===== config.mk =====
export PLATFORM = sky130hd
export DESIGN_NAME = sorted_set_table
export DESIGN_NICKNAME = d
export VERILOG_FILES = /design/src/sst_pkg.sv /design/src/sst_cell.sv /design/src/sorted_set_table.sv
export SDC_FILE = /design/constraint.sdc
export NUM_CORES = 2
export LEC_CHECK = 0
export BUFFER_PORTS_ARGS = -buffer_cell sky130_fd_sc_hd__buf_2
export CAP_MARGIN = 40
export CORE_MARGIN = 1
export CORE_UTILIZATION = 64
export CTS_CLUSTER_DIAMETER = 50
export DETAILED_ROUTE_END_ITERATION = 10
export PLACE_DENSITY = 0.83
export SLEW_MARGIN = 0
export SYNTH_ARGS = -nofsm -noshare
export SYNTH_HDL_FRONTEND = slang
export SYNTH_SLANG_ARGS = --single-unit

===== constraint.sdc =====
create_clock -name aclk -period 6.55 [get_ports aclk]
set_clock_uncertainty 0.2 [all_clocks]
set_input_delay 0.3275 -clock aclk [delete_from_list [all_inputs] [get_ports aclk]]
set_output_delay 0.3275 -clock aclk [all_outputs]
set_load 0.05 [all_outputs]

===== src/sst_pkg.sv =====
package sst_pkg;

    localparam int IN_DATA_W  = 40;
    localparam int OUT_DATA_W = 40;
    localparam int KEY_PORT_W = 32;
    localparam int COUNT_W    = 5;

    localparam logic [1:0] OP_INSERT = 2'd0;
    localparam logic [1:0] OP_MEMBER = 2'd1;
    localparam logic [1:0] OP_REMOVE = 2'd2;
    localparam logic [1:0] OP_POP    = 2'd3;

    localparam logic [1:0] STATUS_OK    = 2'd0;
    localparam logic [1:0] STATUS_FULL  = 2'd1;
    localparam logic [1:0] STATUS_EMPTY = 2'd2;

    typedef struct packed {
        logic apply;
        logic ins;
        logic del;
        logic all;
    } sst_ctl_t;

endpackage


===== src/sst_cell.sv =====
module sst_cell
    import sst_pkg::*;
#(
    parameter int KW  = 32,
    parameter int CW  = 5,
    parameter int IDX = 0
) (
    input  logic          aclk,
    input  logic          cmp_en,
    input  logic [KW-1:0] cmp_key,
    input  logic [CW-1:0] held_count,
    input  sst_ctl_t      ctl,
    input  logic          left_lt,
    input  logic [KW-1:0] left_key,
    input  logic [KW-1:0] right_key,
    output logic [KW-1:0] key_q,
    output logic          lt_q,
    output logic          eq_q
);

    logic [KW-1:0] key_reg, key_next;
    logic          lt_reg, lt_next;
    logic          eq_reg, eq_next;
    logic          occupied;

    assign occupied = held_count > CW'(IDX);

    always_comb begin
        lt_next  = lt_reg;
        eq_next  = eq_reg;
        key_next = key_reg;
        if (cmp_en) begin
            lt_next = occupied && (key_reg < cmp_key);
            eq_next = occupied && (key_reg == cmp_key);
        end
        if (ctl.apply) begin
            if (ctl.ins && !lt_reg) begin
                key_next = left_lt ? cmp_key : left_key;
            end else if (ctl.del && (ctl.all || !lt_reg)) begin
                key_next = right_key;
            end
        end
    end

    always_ff @(posedge aclk) begin
        key_reg <= key_next;
        lt_reg  <= lt_next;
        eq_reg  <= eq_next;
    end

    assign key_q = key_reg;
    assign lt_q  = lt_reg;
    assign eq_q  = eq_reg;

endmodule


===== src/sorted_set_table.sv =====
// Sorted set of distinct keys held in a row of CAPACITY cells in ascending order. Each input
// beat carries an operation (insert, member query, remove, pop smallest) and a key, and gives
// exactly one result beat with the found flag, the popped key, the count held afterwards and a
// status code. In the cycle the beat is accepted all cells compare their key with the incoming
// key in parallel; in the EXEC state, once the output is free, each cell keeps its key, takes
// the incoming key or loads its left or right neighbor's key to open or close a gap while the
// result is registered. A new beat is accepted only after the current result is registered; a
// result waiting on the output does not block the next accept. Keys are taken modulo 2^KW.
module sorted_set_table
    import sst_pkg::*;
#(
    parameter int CAPACITY  = 16,
    parameter int KEY_WIDTH = 32
) (
    input  logic                  aclk,
    input  logic                  aresetn,
    input  logic                  s_tvalid,
    output logic                  s_tready,
    input  logic [IN_DATA_W-1:0]  s_tdata,   // op[1:0], key[33:2], zero pad
    output logic                  m_tvalid,
    input  logic                  m_tready,
    output logic [OUT_DATA_W-1:0] m_tdata    // found, popped_value, entry_count, status
);

    localparam int KW = (KEY_WIDTH < KEY_PORT_W) ? KEY_WIDTH : KEY_PORT_W;
    localparam int CW = $clog2(CAPACITY + 1);

    localparam logic ST_IDLE = 1'b0;
    localparam logic ST_EXEC = 1'b1;

    logic                  state_reg, state_next;
    logic [CW-1:0]         count_reg, count_next;
    logic [1:0]            op_reg, op_next;
    logic [KW-1:0]         key_reg, key_next;
    logic                  m_tvalid_reg, m_tvalid_next;
    logic [OUT_DATA_W-1:0] m_tdata_reg, m_tdata_next;

    logic [KW-1:0]         cell_key [CAPACITY];
    logic [CAPACITY-1:0]   cell_lt;
    logic [CAPACITY-1:0]   cell_eq;
    logic [KW-1:0]         in_key;
    logic [KW-1:0]         cmp_key;
    logic                  accept;
    logic                  out_free;
    logic                  commit;
    logic                  found;
    logic                  full;
    logic                  empty;
    logic [1:0]            status;
    logic [KEY_PORT_W-1:0] popped;
    sst_ctl_t              ctl;

    assign in_key   = s_tdata[2 +: KW];
    assign s_tready = (state_reg == ST_IDLE);
    assign accept   = s_tvalid && s_tready;
    assign out_free = !m_tvalid_reg || m_tready;
    assign commit   = (state_reg == ST_EXEC) && out_free;
    assign cmp_key  = (state_reg == ST_IDLE) ? in_key : key_reg;
    assign full     = (count_reg == CW'(CAPACITY));
    assign empty    = (count_reg == '0);

    always_comb begin
        found  = 1'b0;
        status = STATUS_OK;
        popped = '0;
        ctl    = '0;
        unique case (op_reg)
            OP_INSERT: begin
                found   = |cell_eq;
                ctl.ins = !found && !full;
                if (!found && full) begin
                    status = STATUS_FULL;
                end
            end
            OP_MEMBER: begin
                found = |cell_eq;
            end
            OP_REMOVE: begin
                found   = |cell_eq;
                ctl.del = found;
            end
            OP_POP: begin
                found   = !empty;
                ctl.del = !empty;
                ctl.all = 1'b1;
                if (empty) begin
                    status = STATUS_EMPTY;
                end else begin
                    popped = KEY_PORT_W'(cell_key[0]);
                end
            end
            default: begin
                found = 1'b0;
            end
        endcase
        ctl.apply = commit;
    end

    genvar gi;
    generate
        for (gi = 0; gi < CAPACITY; gi++) begin : g_cell
            logic          left_lt;
            logic [KW-1:0] left_key;
            logic [KW-1:0] right_key;
            if (gi == 0) begin : g_first
                assign left_lt  = 1'b1;
                assign left_key = '0;
            end else begin : g_mid
                assign left_lt  = cell_lt[gi-1];
                assign left_key = cell_key[gi-1];
            end
            if (gi == CAPACITY - 1) begin : g_last
                assign right_key = '0;
            end else begin : g_inner
                assign right_key = cell_key[gi+1];
            end
            sst_cell #(
                .KW  (KW),
                .CW  (CW),
                .IDX (gi)
            ) u_cell (
                .aclk       (aclk),
                .cmp_en     (accept),
                .cmp_key    (cmp_key),
                .held_count (count_reg),
                .ctl        (ctl),
                .left_lt    (left_lt),
                .left_key   (left_key),
                .right_key  (right_key),
                .key_q      (cell_key[gi]),
                .lt_q       (cell_lt[gi]),
                .eq_q       (cell_eq[gi])
            );
        end
    endgenerate

    always_comb begin
        state_next    = state_reg;
        count_next    = count_reg;
        op_next       = op_reg;
        key_next      = key_reg;
        m_tvalid_next = m_tvalid_reg;
        m_tdata_next  = m_tdata_reg;
        if (m_tready) begin
            m_tvalid_next = 1'b0;
        end
        unique case (state_reg)
            ST_IDLE: begin
                if (accept) begin
                    op_next    = s_tdata[1:0];
                    key_next   = in_key;
                    state_next = ST_EXEC;
                end
            end
            ST_EXEC: begin
                if (commit) begin
                    if (ctl.ins) begin
                        count_next = count_reg + 1'b1;
                    end else if (ctl.del) begin
                        count_next = count_reg - 1'b1;
                    end
                    m_tvalid_next = 1'b1;
                    m_tdata_next  = {status, COUNT_W'(count_next), popped, found};
                    state_next    = ST_IDLE;
                end
            end
            default: begin
                state_next = ST_IDLE;
            end
        endcase
    end

    always_ff @(posedge aclk) begin
        if (!aresetn) begin
            state_reg    <= ST_IDLE;
            count_reg    <= '0;
            m_tvalid_reg <= 1'b0;
        end else begin
            state_reg    <= state_next;
            count_reg    <= count_next;
            m_tvalid_reg <= m_tvalid_next;
        end
    end

    always_ff @(posedge aclk) begin
        op_reg      <= op_next;
        key_reg     <= key_next;
        m_tdata_reg <= m_tdata_next;
    end

    assign m_tvalid = m_tvalid_reg;
    assign m_tdata  = m_tdata_reg;

`ifndef SYNTH
    a_count_bound: assert property (@(posedge aclk) disable iff (!aresetn)
        count_reg <= CW'(CAPACITY))
        else $error("held count exceeds capacity");

    a_accept_exec: assert property (@(posedge aclk) disable iff (!aresetn)
        accept |=> (state_reg == ST_EXEC) && !s_tready)
        else $error("accepted beat did not start execution");

    a_count_stable: assert property (@(posedge aclk) disable iff (!aresetn)
        !commit |=> $stable(count_reg))
        else $error("held count changed without a result");

    a_full_drop: assert property (@(posedge aclk) disable iff (!aresetn)
        (commit && status == STATUS_FULL) |-> (!found && count_next == count_reg))
        else $error("dropped insert changed the table");

    a_ins_del_excl: assert property (@(posedge aclk) disable iff (!aresetn)
        commit |-> !(ctl.ins && ctl.del))
        else $error("insert and delete both requested");
`endif

endmodule


==> metrics.yaml <==
clock_network:
  clk_path_buf_depth: 3
  hold_buffers: 38
  root_buffer: "clkbuf_16"
  cts_setup_buffers: 0
  htree_num_levels: 3
  cts_tree: "yes"
  cts_made_buffers: 82
  clock_sinks: 625
  clk_pin_slew_ps: 60
  clkLatencyLatePin_ps: 660
  ctsResizeCount: 0
yosys:
  synth.avg_cell_area_sq_um: 9.47
  synth_edf_count: 618
  synth_area_sq_um: 40600
  yosys.area.top_type: "edfxtp_1"
  yosysUniqueCellTypes: 57
  syn_inst: 4291
  synthArstFlopShare: 0
  ys_warn_count: 0
  yosysSeqAreaShare: 0.460
  synth_top_cell_area_share: 0.457
  synthFlopType: "edfxtp_1"
  syn_nets: 4856
  synth_area_leaders: "edfxtp_1 46%, ha_1 16%, o21ai_0 9.2%"
  synth-seq-cells: 625
placed_design:
  port_buffers: 79
  dp_hpwl_um: 88300
  dp_slack_ps: 2130
  placed_cell_area_sq_um: 42400
  dp_cells: 5039
  place_congestion: 0.982
grt:
  overflow: 0
  antenna_found_initial: 4
  grt_pass1_vias: 32500
  grt_use_total: 0.382
  grt_pass1_wl_um: 187000
  grt_max_degree: 67
drt:
  vias_per_cell: 6.70
  wl_um: 122000
  ant_nets: 0
  num_vias: 35000
  drtPass1Iterations: 8
  wl_per_cell_um: 23.4
  drt_iter0_markers: 5973
  drcViolationCount: 0
floorplanning:
  num_io_pins: 86
  num_rows: 91
  die-area_sq_um: 64500
  start_util: 0.653
  die_y_um: 254
  die_x_um: 254
  core_sq_um: 62200
sta:
  post-route-period-util: 0.686
  slew_headroom: 0.358
  final.setup.tns_ps: 0
  fmax_mhz: 222
  rsz0062_at_grt: "no"
  worst_pin_slew_ps: 962
  setup_viol: 0
  hold_violations: 0
  finalWorstSetupSlack_ps: 2050
  min_period_ps: 4500
  drv_slew: 0
  whs_ps: 199
critical_path:
  worst_setup_path_start_kind: "flip-flop"
  crit_type: "flip-flop to flip-flop"
  arrival_ps: 4690
  critical_path_required_ps: 6750
  worstSetupEndpointType: "flip-flop"
  cp_max_fo: 21
  r2r_slack_ps: 2050
run:
  maxCapViolations: 0
power:
  ir_drop_v: 0.000177
  power_density_nw_per_um2: 253
  leakage_nw: 18.6
layout:
  largest_register_ff_count: 512
  final_area_sq_um: 45500
  drive_gt1_frac: 0.0872
  final_cells: 5230
  area_growth_pct: 12.1
  nets: 4889
  diodes: 0
hold_path:
  hp-class: "primary input to flip-flop"
outcome:
  status: "completed"
synth_stat cells (3+ instances only):
cell / count
o2111ai_1: 4
o31ai_1: 4
edfxtp_1: 618
nor2_1: 91
nor4_1: 24
a221oi_1: 3
nand4_1: 112
ha_1: 521
nand2b_1: 21
buf_2: 59
o211ai_1: 35
and4_1: 4
and3_1: 35
or4_1: 5
nand2_1: 988
xnor2_1: 4
a221o_1: 4
o21a_1: 12
a41oi_1: 3
nor3_1: 24
a31oi_1: 5
and2_1: 3
o21ai_0: 745
dfxtp_1: 7
o221ai_1: 4
o21bai_1: 3
mux2i_1: 34
a2111oi_0: 10
o21ai_1: 255
or3_1: 8
nor2b_1: 35
a21oi_1: 155
nand3_1: 32
clkbuf_1: 201
a21o_1: 106
inv_1: 28
a211oi_1: 65
worst max-delay path, cell delays in order (launching register included):
cell	delay (ps)
dfxtp_4	870
buf_4	630
mux2i_4	650
buf_4	400
ha_1	190
and4_1	240
nand4_1	150
or3_1	440
nor4_1	340
nor4_1	80
metrics by stage:
step / utilization / power, mW
floorplan: - / 6.16
global placement: 0.677 / 6.77
detailed placement: 0.682 / 6.88
CTS: 0.732 / 11.4
global route: 0.732 / 11.9
finish: 0.732 / 11.5
cell families (layout without fill, tap and decap cells):
group,Yosys count,in the layout,share of synthesized area
flops,625,625,0.460
simple gates,1393,1393,0.148
xor+xnor,5,5,0.00108
mux,34,34,0.00838
fa+ha+maj,521,521,0.160
compound gates,1422,1422,0.193
buf+inv,291,393,0.0290
cells in the final DEF (no fill, tap or decap), types with 65 or more instances in the layout:
cell,synthesis,final
clkbuf_16,0,82
a211oi_1,65,65
o21ai_1,255,255
a21o_1,106,106
ha_1,521,521
edfxtp_1,618,618
nor2_1,91,91
o21ai_0,745,729
buf_2,59,79
a21oi_1,155,155
nand2_1,988,988
nand4_1,112,112
buf_4,1,81
worst paths after layout:
path / start / endpoint / cells after the start
max: state_reg$_SDFF_PN0_ / g_cell[10].u_cell.lt_q$_DFFE_PP_ / 9
min: s_tdata[1] / op_reg[1]$_DFFE_PP_ / 2
max reg2reg: state_reg$_SDFF_PN0_ / g_cell[10].u_cell.lt_q$_DFFE_PP_ / 9
min reg2reg: m_tvalid$_SDFF_PN0_ / m_tvalid$_SDFF_PN0_ / 2
routing by layer:
| layer | routed length, um | track usage |
|---|---|---|
| met1 | 47100 | 0.543 |
| met2 | 52200 | 0.563 |
| met3 | 18000 | 0.0864 |
| met4 | 5110 | 0.156 |
| met5 | 51 | 0 |
final cells by class:
| class | count | area, sq um |
|---|---|---|
| Multi-Input combinational cell | 3375 | 21200 |
| Sequential cell | 625 | 18700 |
| Fill cell | 4266 | 16700 |
| Clock buffer | 89 | 2090 |
| Timing Repair Buffer | 212 | 1680 |
| Tap cell | 837 | 1050 |
| Clock inverter | 64 | 652 |
| Inverter | 28 | 105 |
power breakdown:
part | leakage [nW] | switching [mW] | internal (mW)
clock | 1.35 | 1.88 | 2.70
sequential | 5.74 | 0.188 | 4.62
combinational | 11.5 | 1.41 | 0.705
(Power assumes the default switching activity.)
